`src/design/edid_base_block_field_extractor_macros.svh`:
```
// Assertion helpers for the EDID extractor.
`ifndef EDID_BASE_BLOCK_FIELD_EXTRACTOR_MACROS_SVH
`define EDID_BASE_BLOCK_FIELD_EXTRACTOR_MACROS_SVH

// antecedent implies consequent in the same cycle
`define EBX_ASSERT_IMP(lbl, clk, rst, ante, cons, msg) \
  lbl: assert property (@(posedge clk) disable iff (rst) (ante) |-> (cons)) else $error(msg);

// antecedent implies consequent in the next cycle
`define EBX_ASSERT_NXT(lbl, clk, rst, ante, cons, msg) \
  lbl: assert property (@(posedge clk) disable iff (rst) (ante) |=> (cons)) else $error(msg);

`endif

```
`src/design/edid_pkg.sv`:
```
package edid_pkg;

  localparam int TextChars  = 13;
  localparam int DescCount  = 4;
  localparam int DescStart  = 54;
  localparam int DescSize   = 18;
  localparam int DescData   = 13;
  localparam int HdrFirst   = 8;
  localparam int HdrBytes   = 27;
  localparam int LastPos    = 127;
  localparam int ExtPos     = 126;
  localparam int StoreDepth = 3 * DescData;
  localparam int YearBase   = 1990;

  localparam logic [7:0] CHAR_LF   = 8'h0a;
  localparam logic [7:0] TAG_NAME  = 8'hfc;
  localparam logic [7:0] TAG_SER   = 8'hff;
  localparam logic [7:0] TAG_OTHER = 8'hfe;
  localparam logic [7:0] WEEK_MY   = 8'hff;

  localparam logic [1:0] TGT_NONE  = 2'd0;
  localparam logic [1:0] TGT_NAME  = 2'd1;
  localparam logic [1:0] TGT_SER   = 2'd2;
  localparam logic [1:0] TGT_OTHER = 2'd3;

  localparam logic [3:0] KIND_ID     = 4'd0;
  localparam logic [3:0] KIND_SERIAL = 4'd1;
  localparam logic [3:0] KIND_DATES  = 4'd2;
  localparam logic [3:0] KIND_MISC   = 4'd3;
  localparam logic [3:0] KIND_RG     = 4'd4;
  localparam logic [3:0] KIND_BW     = 4'd5;
  localparam logic [3:0] KIND_NAME   = 4'd6;

  typedef logic [5:0] store_addr_t;

  function automatic logic is_blank(input logic [7:0] c);
    return (c == 8'h20) || (c >= 8'h09 && c <= 8'h0d);
  endfunction

  // string s (0..2) occupies DescData entries starting here
  function automatic store_addr_t store_base(input logic [1:0] s);
    store_addr_t r;
    case (s)
      2'd0:    r = store_addr_t'(0);
      2'd1:    r = store_addr_t'(DescData);
      2'd2:    r = store_addr_t'(2 * DescData);
      default: r = store_addr_t'(0);
    endcase
    return r;
  endfunction

endpackage

```
`src/design/edid_in_if.sv`:
```
interface edid_in_if;
  logic       valid;
  logic       ready;
  logic [7:0] byte_value;

  modport source (output valid, output byte_value, input ready);
  modport sink (input valid, input byte_value, output ready);
endinterface

```
`src/design/edid_out_if.sv`:
```
interface edid_out_if;
  logic        valid;
  logic        ready;
  logic [3:0]  record_kind;
  logic [3:0]  char_slot;
  logic [39:0] record_value;
  logic        is_last;

  modport source (output valid, output record_kind, output char_slot, output record_value,
                  output is_last, input ready);
  modport sink (input valid, input record_kind, input char_slot, input record_value,
                input is_last, output ready);
endinterface

```
`src/design/edid_base_block_field_extractor.sv`:
```
// Bytes 0..126 are accepted in the input state; a byte that closes a text descriptor starts
//   a scan of the string memory that drops trailing blanks, one character per S_TRIM/S_TWAIT
//   pass, and clears the string if it trims to empty; input stalls during the scan.
// Byte 127 starts emission: 6 records at one per cycle when the output is not stalled, then one
//   record per text character (one memory read each); input stalls until the last record is loaded.
// Reset (synchronous, rst high) clears position, checksum, descriptor state and lengths;
//   header bytes and the string memory are not cleared.
`include "edid_base_block_field_extractor_macros.svh"

module edid_base_block_field_extractor (
  input logic clk,
  input logic rst,
  edid_in_if.sink byte_in,
  edid_out_if.source rec_out
);
  import edid_pkg::*;

  typedef enum logic [5:0] {
    S_IN    = 6'b000001,
    S_TRIM  = 6'b000010,
    S_TWAIT = 6'b000100,
    S_REC   = 6'b001000,
    S_CRD   = 6'b010000,
    S_CWT   = 6'b100000
  } state_t;

  state_t       state;
  logic [6:0]   pos;
  logic [7:0]   sum;
  logic [7:0]   hdr [HdrBytes];
  logic [7:0]   ext;
  logic [4:0]   off;
  logic         qual;
  logic [1:0]   tgt;
  logic         stopped;
  logic [3:0]   len [3];
  logic [3:0]   trim_n;
  logic [2:0]   rec_idx;
  logic [1:0]   s_ptr;
  logic [3:0]   i_ptr;
  logic [7:0]   store [StoreDepth];
  store_addr_t  rd_addr;
  logic [7:0]   rd_data;

  logic         out_valid;
  logic [3:0]   out_kind;
  logic [3:0]   out_slot;
  logic [39:0]  out_value;
  logic         out_last;

  logic         accept, out_free, out_load, in_desc, wr_en;
  logic [7:0]   b;
  logic [1:0]   tgt_m1;
  logic [3:0]   idx;
  store_addr_t  wr_addr;
  logic [39:0]  rec_val;
  logic [3:0]   rec_kind;
  logic [2:0]   first0, after_cur;
  logic [11:0]  year;

  function automatic logic [2:0] first_nonempty(input logic [1:0] start,
                                                input logic [3:0] l0, input logic [3:0] l1,
                                                input logic [3:0] l2);
    logic [2:0] r;
    r = 3'b000;
    if (start <= 2'd2 && l2 != 4'd0) r = {1'b1, 2'd2};
    if (start <= 2'd1 && l1 != 4'd0) r = {1'b1, 2'd1};
    if (start == 2'd0 && l0 != 4'd0) r = {1'b1, 2'd0};
    return r;
  endfunction

  assign b        = byte_in.byte_value;
  assign byte_in.ready = (state == S_IN);
  assign accept   = byte_in.valid && byte_in.ready;
  assign out_free = !out_valid || rec_out.ready;
  assign out_load = out_free && (state == S_REC || state == S_CWT);
  assign in_desc  = (pos >= 7'(DescStart)) && (pos < 7'(DescStart + DescSize * DescCount));
  assign tgt_m1   = tgt - 2'd1;
  assign idx      = 4'(off - 5'd5);
  assign wr_en    = accept && in_desc && (off >= 5'd5) && (tgt != TGT_NONE) && !stopped
                    && (idx < 4'(TextChars)) && (b != CHAR_LF) && (b != 8'h00);
  assign wr_addr  = store_base(tgt_m1) + store_addr_t'(idx);

  assign first0    = first_nonempty(2'd0, len[0], len[1], len[2]);
  assign after_cur = (s_ptr == 2'd2) ? 3'b000
                     : first_nonempty(s_ptr + 2'd1, len[0], len[1], len[2]);

  always_comb begin
    if (state == S_TRIM) rd_addr = store_base(tgt_m1) + store_addr_t'(trim_n - 4'd1);
    else rd_addr = store_base(s_ptr) + store_addr_t'(i_ptr);
  end

  always_ff @(posedge clk) begin
    if (wr_en) store[wr_addr] <= b;
    rd_data <= store[rd_addr];
  end

  assign year = 12'(hdr[9]) + 12'(YearBase);

  always_comb begin
    rec_val  = '0;
    rec_kind = KIND_ID;
    case (rec_idx)
      3'd0: begin
        rec_kind = KIND_ID;
        rec_val = {3'b010, hdr[0][6:2], 3'b010, hdr[0][1:0], hdr[1][7:5],
                   3'b010, hdr[1][4:0], hdr[3], hdr[2]};
      end
      3'd1: begin
        rec_kind = KIND_SERIAL;
        rec_val = {8'd0, hdr[7], hdr[6], hdr[5], hdr[4]};
      end
      3'd2: begin
        rec_kind = KIND_DATES;
        rec_val = {year, hdr[8] == WEEK_MY, 3'b000, hdr[8], hdr[10], hdr[11]};
      end
      3'd3: begin
        rec_kind = KIND_MISC;
        rec_val = {hdr[12], hdr[16], ext, 3'b000, sum == 8'd0, len[0], len[1], len[2]};
      end
      3'd4: begin
        rec_kind = KIND_RG;
        rec_val = {hdr[19], hdr[17][7:6], hdr[20], hdr[17][5:4],
                   hdr[21], hdr[17][3:2], hdr[22], hdr[17][1:0]};
      end
      3'd5: begin
        rec_kind = KIND_BW;
        rec_val = {hdr[23], hdr[18][7:6], hdr[24], hdr[18][5:4],
                   hdr[25], hdr[18][3:2], hdr[26], hdr[18][1:0]};
      end
      default: begin
        rec_kind = KIND_ID;
        rec_val = '0;
      end
    endcase
  end

  // header bytes: payload only
  always_ff @(posedge clk) begin
    if (accept && pos >= 7'(HdrFirst) && pos < 7'(HdrFirst + HdrBytes))
      hdr[5'(pos - 7'(HdrFirst))] <= b;
  end

  always_ff @(posedge clk) begin
    if (rst) begin
      state     <= S_IN;
      pos       <= '0;
      sum       <= '0;
      ext       <= '0;
      off       <= '0;
      qual      <= 1'b0;
      tgt       <= TGT_NONE;
      stopped   <= 1'b0;
      len       <= '{default: 4'd0};
      trim_n    <= '0;
      rec_idx   <= '0;
      s_ptr     <= '0;
      i_ptr     <= '0;
      out_valid <= 1'b0;
    end else begin
      if (out_load) out_valid <= 1'b1;
      else if (rec_out.ready) out_valid <= 1'b0;
      case (state)
        S_IN: begin
          if (accept) begin
            sum <= sum + b;
            pos <= pos + 7'd1;
            if (pos == 7'(ExtPos)) ext <= b;
            if (in_desc) begin
              off <= (off == 5'(DescSize - 1)) ? 5'd0 : off + 5'd1;
              case (off)
                5'd0: begin
                  qual    <= (b == 8'h00);
                  tgt     <= TGT_NONE;
                  stopped <= 1'b0;
                end
                5'd1, 5'd2: qual <= qual && (b == 8'h00);
                5'd3: begin
                  if (b == TAG_NAME) tgt <= TGT_NAME;
                  else if (b == TAG_SER) tgt <= TGT_SER;
                  else if (b == TAG_OTHER) tgt <= TGT_OTHER;
                  else tgt <= TGT_NONE;
                end
                5'd4: begin
                  if (qual && b == 8'h00 && tgt != TGT_NONE) begin
                    len[tgt_m1] <= 4'd0;
                    stopped     <= 1'b0;
                  end else begin
                    tgt <= TGT_NONE;
                  end
                end
                default: begin
                  if (tgt != TGT_NONE) begin
                    if (!stopped && idx < 4'(TextChars) && (b == CHAR_LF || b == 8'h00))
                      stopped <= 1'b1;
                    if (wr_en) len[tgt_m1] <= idx + 4'd1;
                    if (off == 5'(DescSize - 1)) begin
                      trim_n <= wr_en ? idx + 4'd1 : len[tgt_m1];
                      state  <= S_TRIM;
                    end
                  end
                end
              endcase
            end
            if (pos == 7'(LastPos)) begin
              rec_idx <= '0;
              state   <= S_REC;
            end
          end
        end
        S_TRIM: begin
          if (trim_n == 4'd0) begin
            len[tgt_m1] <= 4'd0;
            tgt         <= TGT_NONE;
            state       <= S_IN;
          end else begin
            state <= S_TWAIT;
          end
        end
        S_TWAIT: begin
          if (is_blank(rd_data)) begin
            trim_n <= trim_n - 4'd1;
            state  <= S_TRIM;
          end else begin
            len[tgt_m1] <= trim_n;
            tgt         <= TGT_NONE;
            state       <= S_IN;
          end
        end
        S_REC: begin
          if (out_free) begin
            out_kind  <= rec_kind;
            out_slot  <= 4'd0;
            out_value <= rec_val;
            out_last  <= (rec_idx == 3'd5) && !first0[2];
            if (rec_idx == 3'd5) begin
              if (first0[2]) begin
                s_ptr <= first0[1:0];
                i_ptr <= 4'd0;
                state <= S_CRD;
              end else begin
                sum      <= '0;
                qual     <= 1'b0;
                tgt      <= TGT_NONE;
                stopped  <= 1'b0;
                len      <= '{default: 4'd0};
                state    <= S_IN;
              end
            end else begin
              rec_idx <= rec_idx + 3'd1;
            end
          end
        end
        S_CRD: state <= S_CWT;
        S_CWT: begin
          if (out_free) begin
            out_kind  <= KIND_NAME + 4'(s_ptr);
            out_slot  <= i_ptr;
            out_value <= {32'd0, rd_data};
            out_last  <= !(i_ptr + 4'd1 < len[s_ptr]) && !after_cur[2];
            if (i_ptr + 4'd1 < len[s_ptr]) begin
              i_ptr <= i_ptr + 4'd1;
              state <= S_CRD;
            end else if (after_cur[2]) begin
              s_ptr <= after_cur[1:0];
              i_ptr <= 4'd0;
              state <= S_CRD;
            end else begin
              sum      <= '0;
              qual     <= 1'b0;
              tgt      <= TGT_NONE;
              stopped  <= 1'b0;
              len      <= '{default: 4'd0};
              state    <= S_IN;
            end
          end
        end
        default: state <= S_IN;
      endcase
    end
  end

  assign rec_out.valid        = out_valid;
  assign rec_out.record_kind  = out_kind;
  assign rec_out.char_slot    = out_slot;
  assign rec_out.record_value = out_value;
  assign rec_out.is_last      = out_last;

  `EBX_ASSERT_NXT(a_last_starts_emit, clk, rst, accept && pos == 7'(LastPos), state == S_REC, "byte 127 did not start emission")
  `EBX_ASSERT_IMP(a_len_range, clk, rst, 1'b1, len[0] <= 4'(TextChars) && len[1] <= 4'(TextChars) && len[2] <= 4'(TextChars), "string length out of range")
  `EBX_ASSERT_IMP(a_trim_has_target, clk, rst, state == S_TRIM || state == S_TWAIT, tgt != TGT_NONE, "trim without a target string")
  `EBX_ASSERT_IMP(a_char_nonempty, clk, rst, state == S_CWT, i_ptr < len[s_ptr], "character read beyond string length")

endmodule

```
`src/flat_wrapper.sv`:
```
// flat-port wrapper written by rule: the top's interface ports become plain ports
module edid_base_block_field_extractor_flat import edid_pkg::*;
  (clk, rst, byte_in_valid, byte_in_byte_value, byte_in_ready, rec_out_valid, rec_out_record_kind, rec_out_char_slot, rec_out_record_value, rec_out_is_last, rec_out_ready);
  edid_in_if byte_in_i ();
  edid_out_if rec_out_i ();
  input logic clk;
  input logic rst;
  input wire logic [$bits(byte_in_i.valid)-1:0] byte_in_valid;
  input wire logic [$bits(byte_in_i.byte_value)-1:0] byte_in_byte_value;
  output wire logic [$bits(byte_in_i.ready)-1:0] byte_in_ready;
  output wire logic [$bits(rec_out_i.valid)-1:0] rec_out_valid;
  output wire logic [$bits(rec_out_i.record_kind)-1:0] rec_out_record_kind;
  output wire logic [$bits(rec_out_i.char_slot)-1:0] rec_out_char_slot;
  output wire logic [$bits(rec_out_i.record_value)-1:0] rec_out_record_value;
  output wire logic [$bits(rec_out_i.is_last)-1:0] rec_out_is_last;
  input wire logic [$bits(rec_out_i.ready)-1:0] rec_out_ready;
  assign byte_in_i.valid = byte_in_valid;
  assign byte_in_i.byte_value = byte_in_byte_value;
  assign byte_in_ready = byte_in_i.ready;
  assign rec_out_valid = rec_out_i.valid;
  assign rec_out_record_kind = rec_out_i.record_kind;
  assign rec_out_char_slot = rec_out_i.char_slot;
  assign rec_out_record_value = rec_out_i.record_value;
  assign rec_out_is_last = rec_out_i.is_last;
  assign rec_out_i.ready = rec_out_ready;
  edid_base_block_field_extractor u_core (.clk(clk), .rst(rst), .byte_in(byte_in_i), .rec_out(rec_out_i));
endmodule
```
`config.mk`:
```
export PLATFORM = sky130hd
export DESIGN_NAME = edid_base_block_field_extractor_flat
export DESIGN_NICKNAME = d
export VERILOG_FILES = /design/src/design/edid_pkg.sv /design/src/design/edid_in_if.sv /design/src/design/edid_out_if.sv /design/src/design/edid_base_block_field_extractor.sv /design/src/flat_wrapper.sv
export VERILOG_INCLUDE_DIRS = /design/src /design/src/design
export SDC_FILE = /design/constraint.sdc
export NUM_CORES = 1
export LEC_CHECK = 0
export BUFFER_PORTS_ARGS = -buffer_cell sky130_fd_sc_hd__buf_2
export CAP_MARGIN = 30
export CORE_ASPECT_RATIO = 0.7
export CORE_MARGIN = 2
export CORE_UTILIZATION = 67
export DETAILED_ROUTE_END_ITERATION = 7
export MAX_ROUTING_LAYER = met4
export PLACE_DENSITY = 0.85
export SYNTH_ARGS = -nofsm -noshare
export SYNTH_HDL_FRONTEND = slang
export SYNTH_SLANG_ARGS = --single-unit
```
`constraint.sdc`:
```
create_clock -name clk -period 15 [get_ports clk]
set_clock_uncertainty 0.1 [all_clocks]
set_input_delay 2.25 -clock clk [delete_from_list [all_inputs] [get_ports clk]]
set_output_delay 2.25 -clock clk [all_outputs]
set_load 0.01 [all_outputs]
```
==> results.cfg, run 1 <==
[synthesis]
synth_most_common_cell = edfxtp_1
synth.top_cell.area_share = 0.6196
syn_nets = 2043
ys_ff_latch = 624
ys_seq_area_frac = 0.6734
netlist_area_um2 = 26750
synth_area_leaders = edfxtp_1, dfxtp_1, nand2_1, ha_1, nor2_1
synthTopCellsByCount = edfxtp_1, nand2_1, nor2_1
synth_top_area_cell = edfxtp_1
synth_edf_count = 552
syn_area_per_cell_um2 = 13.53
synth-main-ff-cell = edfxtp_1
ys_types = 87
yosys_warnings = 0
synthCells = 1977
synthArstFlopShare = 0

[final_layout]
fill_cells = 2419
regArea_um2 = 18020
area_delta_synth_final_pct = 10.14
drive_above_1_share = 0.1316
finalNonFillerCells = 2612
multi_input_area_um2 = 8113
nNetsFinal = 2097

[floorplan]
fp.dieH_um = 171.2
io_pins = 63
fp.dieW_um = 242.8
start_util = 0.6767
core_area_um2 = 39540
die_area_um2 = 41570
rows = 61

[route]
routed_wl_mm = 72.46
drtAntennaViolNets = 0
drtIter0Drc = 3365
route.detailed.drc = 0
drt-pass1-iter-count = 7
wl_per_cell_um = 27.74
vias = 18350
viasPerCell = 7.026

[critical_path]
worstSetupEndpoint = u_core.store[26][3]
crit_arrival_ns = 5.36
path_common_cell = nor2_1
worstReg2RegStart = u_core.tgt[0]
path_cells = buf_2 -> buf_4 -> nor4_1 -> a21oi_1 -> nand4_1 -> nor2_1 -> nand2_1 -> nor2_1
startpoint = byte_in_byte_value[5]
end_kind = flop
slowest_delay_ns = 0.68
crit_path_start_kind = input pin
rr_worst_depth = 10
reg2reg_slack_ns = 9.88
critPathRequiredTime_ns = 15.12
crit_slowest_cell = buf_4
timing.rr.end = u_core.rd_data[4]
worstSetupPathType = in2reg
worstPathMaxFanout = 68

[pwr]
ir_worst_vdd_mv = 0.1166
power_density_nw_per_um2 = 115.4
p_leak_nw = 10.17

[min_path]
hold_depth = 2
hold_class = reg2reg

[sta]
finalHoldViolCount = 0
grt_setup_unrepaired = no
slew_viol_final = 0
setup_tns_ns = 0
fin_crit_sh = 0.3490
setup_violations = 0
relSlewSlack = 0.2505
tightest_slew_ns = 1.116
max_clock_freq_mhz = 191.0
period_minus_slack_ns = 5.235

[cts]
clock_latency_ns = 0.61
cts_buffers = 55
clk_pin_slew_worst_paths_ns = 0.07
cts_setup_buffers = 0
hold_buffers = 0
cts.sinks = 624
clock_tree.buffer_depth = 3
cts_max_level = 2
cts_tree = built
ctsResizeCount = 0
clockRootBuffer = clkbuf_16

[placed_design]
dp_hpwl_mm = 45.90
dp.cells = 2502
gp_congestion = 0.9673
portBuffers = 62

[global_routing]
grt_antenna_before_repair = 3
grt_pass1_wl_mm = 107.0
grt_max_degree = 101
overflow = 0
grt_pass1_vias = 17100
gr-usage-all-layers = 0.3585

[job]
maxCapViolations = 0

[outcome]
outcome = finished clean
## layout by cell type, fill, tap and decap left out, types with 18 or more instances in the layout
cell | Yosys | layout
mux2i_1 | 51 | 51
mux2_2 | 44 | 44
o21ai_0 | 35 | 35
a311oi_1 | 18 | 18
a21oi_1 | 107 | 107
nand2_1 | 245 | 245
clkbuf_16 | 0 | 55
edfxtp_1 | 552 | 552
a31oi_1 | 19 | 19
xor2_1 | 23 | 23
a222oi_1 | 24 | 24
nand3_1 | 72 | 72
dfxtp_1 | 72 | 71
buf_2 | 13 | 63
inv_1 | 31 | 31
ha_1 | 50 | 50
nor3_1 | 35 | 34
nor2_1 | 156 | 156
a22oi_1 | 44 | 44
buf_4 | 2 | 33
a22o_1 | 20 | 20
a221oi_1 | 39 | 39
## critical path: cells and delay by family
kind	cells	cell delay, ns
buffers and inverters	2	0.75
AOI/OAI and AO/OA	1	0.18
and+or+nand+nor	5	2.13
## flip-flops by register name, summed over array words and instances (netlist names), 2 cells and up, named ones only
name,flops
u_core.rec_out.record_value,40
u_core.tgt,2
u_core.sum,8
u_core.ext,8
u_core.trim_n,4
u_core.off,5
u_core.s_ptr,2
u_core.i_ptr,4
u_core.pos,7
u_core.rec_out.record_kind,4
u_core.state,6
u_core.rd_data,8
u_core.rec_idx,3
u_core.store,312
u_core.rec_out.char_slot,4
u_core.hdr,191
## kinds of logic (layout without fill, tap and decap cells)
| family | count (synthesis) | after routing | synth area share |
|---|---|---|---|
| flip-flops | 624 | 624 | 0.6734 |
| buffers and inverters | 139 | 236 | 0.02451 |
| XOR/XNOR | 36 | 36 | 0.01178 |
| other | 0 | 3 | 0 |
| AO/OA/AOI/OAI | 394 | 394 | 0.1055 |
| AND/OR/NAND/NOR | 618 | 618 | 0.1061 |
| multiplexers | 112 | 112 | 0.05228 |
| adder cells (fa/ha/maj) | 54 | 54 | 0.02638 |
## cell type report
cell class,instances,area share
diodes,3,0.0002548
clock buffers,63,0.04909
clock inverters,37,0.01304
inverters,32,0.004076
multi-input cells,1214,0.2753
flip-flops and latches,624,0.6115
well taps,535,0.02272
repair buffers,104,0.02403
## metal layers
layer,part of all wire,up-vias,global-route usage
li1,-,7717,-
met1,0.39,8861,0.5242
met2,0.42,1614,0.4923
met3,0.17,161,0.1136
met4,0.024,0,0.08856
met5,0,-,-
## report_power, final
part	switching, mW	internal, mW
Combinational	0.0490	0.0149
Sequential	0.00417	1.89
Clock	0.631	0.812
Total	0.684	2.72
## metrics by stage
stage	power (mW)	cell area, um2	hold slack [ns]	worst slack, ns	utilization
after CTS	3.399	29390	0.3714	9.879	0.7434
after global placement	1.988	27440	0.3770	9.426	0.6941
after floorplan	1.951	26750	0.3317	8.553	-
after global routing	3.472	29470	0.4077	9.605	0.7453
final	3.399	29470	0.3764	9.765	0.7453
after detailed placement	1.991	27560	0.3608	9.256	0.6971
## worst min-delay path by stage
stage                           endpoint           start  slack (ns)
after global routing      u_core.stopped  u_core.stopped        0.41
after detailed placement  u_core.stopped  u_core.stopped        0.36
after floorplan           u_core.stopped  u_core.stopped        0.33
final                     u_core.stopped  u_core.stopped        0.38
after global placement     u_core.ext[7]   u_core.ext[7]        0.38
after CTS                 u_core.stopped  u_core.stopped        0.37
No activity file was read; power rests on OpenSTA's default activity.
==> inputs of run 2 (changes only) <==
- CORE_UTILIZATION: 67 -> 56
- PLACE_DENSITY: 0.85 -> 0.75
- clock period: 15 -> 4.2 ns (I/O delays scaled with it)
==> results.cfg, run 2 (same netlist as run 1, synthesis figures left out) <==
[placed_design]
dp.cells = 2620
dp_hpwl_mm = 49.37
gp_congestion = 0.9585
portBuffers = 62

[cts]
clk_pin_slew_worst_paths_ns = 0.07
cts.sinks = 624
clock_latency_ns = 0.65
cts_max_level = 2
clockRootBuffer = clkbuf_16
cts_tree = built
cts_buffers = 56
clock_tree.buffer_depth = 3

[floorplan]
fp.dieH_um = 186.9
start_util = 0.5714
core_area_um2 = 46820
rows = 66
io_pins = 63
fp.dieW_um = 265.3
die_area_um2 = 49570

[sta]
finalHoldViolCount = 0
grt_setup_unrepaired = yes
fin_crit_sh = 0.9479
slew_viol_final = 0
max_clock_freq_mhz = 251.2
period_minus_slack_ns = 3.981
relSlewSlack = 0.3025
tightest_slew_ns = 1.046
setup_violations = 0

[final_layout]
final_cell_mix = edfxtp_1, nand2_1, nor2_1, a21oi_1
area_delta_synth_final_pct = 12.06
drive_above_1_share = 0.1578
nNetsFinal = 2135
largest_reg_flops = 312
fill_cells = 3404
final_common_cell = edfxtp_1
finalNonFillerCells = 2733
top_register = u_core.store

[pwr]
ir_worst_vdd_mv = 0.3562
p_seq_frac = 0.544
total_power_mw = 12.42
power_density_nw_per_um2 = 414.1
p_clk_frac = 0.437
p_leak_nw = 10.38
share_comb_of_total_power = 0.019
power.internal_mw = 9.870
switching_share = 0.2051
p_sw_mw = 2.546

[global_routing]
grt_pass1_wl_mm = 111.4
gr-usage-all-layers = 0.3126
overflow = 0
grt_max_degree = 84
grt_antenna_before_repair = 2
grt_pass1_vias = 17340

[route]
vias = 18060
routed_wl_mm = 75.34
drtIter0Drc = 2793
drtAntennaViolNets = 0
viasPerCell = 6.608
route.detailed.drc = 0
drt-pass1-iter-count = 6
wl_per_cell_um = 27.57

[critical_path]
path_cells = ha_1 -> o21a_1 -> o2111ai_1 -> a21oi_1 -> nand4_1 -> inv_1 -> and2_1 -> nand3_1 -> nor2_1
crit_arrival_ns = 4.15
cpLargestDelayFamily = simple AND/OR/NAND/NOR gates
end_kind = flop
worstPathMaxFanout = 9
crit_path_start_kind = flop
cp_num_buf_inv = 1
timing.rr.end = u_core.store[35][1]
worstSetupPathType = reg2reg
critPathRequiredTime_ns = 4.36
crit_slowest_cell = nor2_1
rr_worst_depth = 9
worstReg2RegStart = u_core.pos[1]
slowest_delay_ns = 0.77
reg2reg_slack_ns = 0.22

[min_path]
holdCritStartpoint = rst
hold_depth = 2
min_to = u_core.sum[0]
hold_class = in2reg

[outcome]
outcome = finished clean

[job]
maxCapViolations = 0
## run 2: cell count changes in the layout (fill, tap and decap cells not counted), moves of 3 or more
cell,previous run,this run
buf_16,4,0
nor2_2,1,16
nor2_1,156,141
clkbuf_8,4,1
buf_4,33,72
buf_12,0,3
clkinv_2,13,16
## run 2: layer usage
layer  wire length, um  vias up  global-route usage
met5                 0        -                   -
met4              1539        0             0.07258
met3             11330      127              0.1201
met2             30330     1172              0.3996
met1             32140     8954              0.4676
li1                  -     7808                   -
## run 2: worst max path at each step
stage / start / endpoint / slack (ns) / cells past startpoint
finish: u_core.pos[1] / u_core.store[35][1] / 0.22 / 9
global route: u_core.tgt[1] / u_core.store[16][2] / -0.01 / 10
CTS: u_core.off[1] / u_core.store[5][6] / 0.16 / 11
detailed placement: u_core.off[1] / u_core.store[5][1] / -0.19 / 11
global placement: u_core.off[1] / u_core.store[6][6] / -0.009 / 11
floorplan: u_core.state[1] / u_core.rec_out.char_slot[0] / 0.42 / 5
## run 2: power groups by stage
| stage | Clock [mW] | Sequential, mW | Combinational [mW] |
|---|---|---|---|
| 6_report | 5.43 | 6.75 | 0.232 |
| 2_1_floorplan | 0 | 6.89 | 0.0811 |
| 3_5_place_dp | 0 | 6.89 | 0.227 |
| 3_3_place_gp | 0 | 6.89 | 0.217 |
| 5_1_grt | 5.69 | 6.75 | 0.247 |
| 4_1_cts | 5.45 | 6.75 | 0.227 |
## run 2: through the flow
step	setup WS [ns]	instance area [um2]	hold WS (ns)	setup TNS, ns	util
after floorplan	0.4240	26760	0.3317	0	-
after global placement	-0.009210	27930	0.3645	-0.07272	0.5964
after detailed placement	-0.1932	27940	0.3748	-7.245	0.5967
after CTS	0.1639	29890	0.3645	0	0.6384
after global routing	-0.01421	29980	0.3950	-0.2365	0.6403
final	0.2190	29980	0.3905	0	0.6403
## run 2: timing repair
| action | 4_1_cts | 5_1_grt |
|---|---|---|
| setup endpoints to repair | 64 | 210 |
| hold buffers | 0 | 0 |
| setup buffers | 0 | 0 |
| gates resized for setup | 1 | 19 |
## run 2: final cells by class
class / count / area [um2] / area share
Clock inverter: 42 / 489.2 / 0.01632
Timing Repair Buffer: 141 / 933.4 / 0.03113
Multi-Input combinational cell: 1214 / 8182 / 0.2729
Clock buffer: 64 / 1463 / 0.04879
Inverter: 32 / 120.1 / 0.004006
Tap cell: 612 / 765.7 / 0.02554
Antenna cell: 4 / 10.01 / 0.0003339
Sequential cell: 624 / 18020 / 0.6010
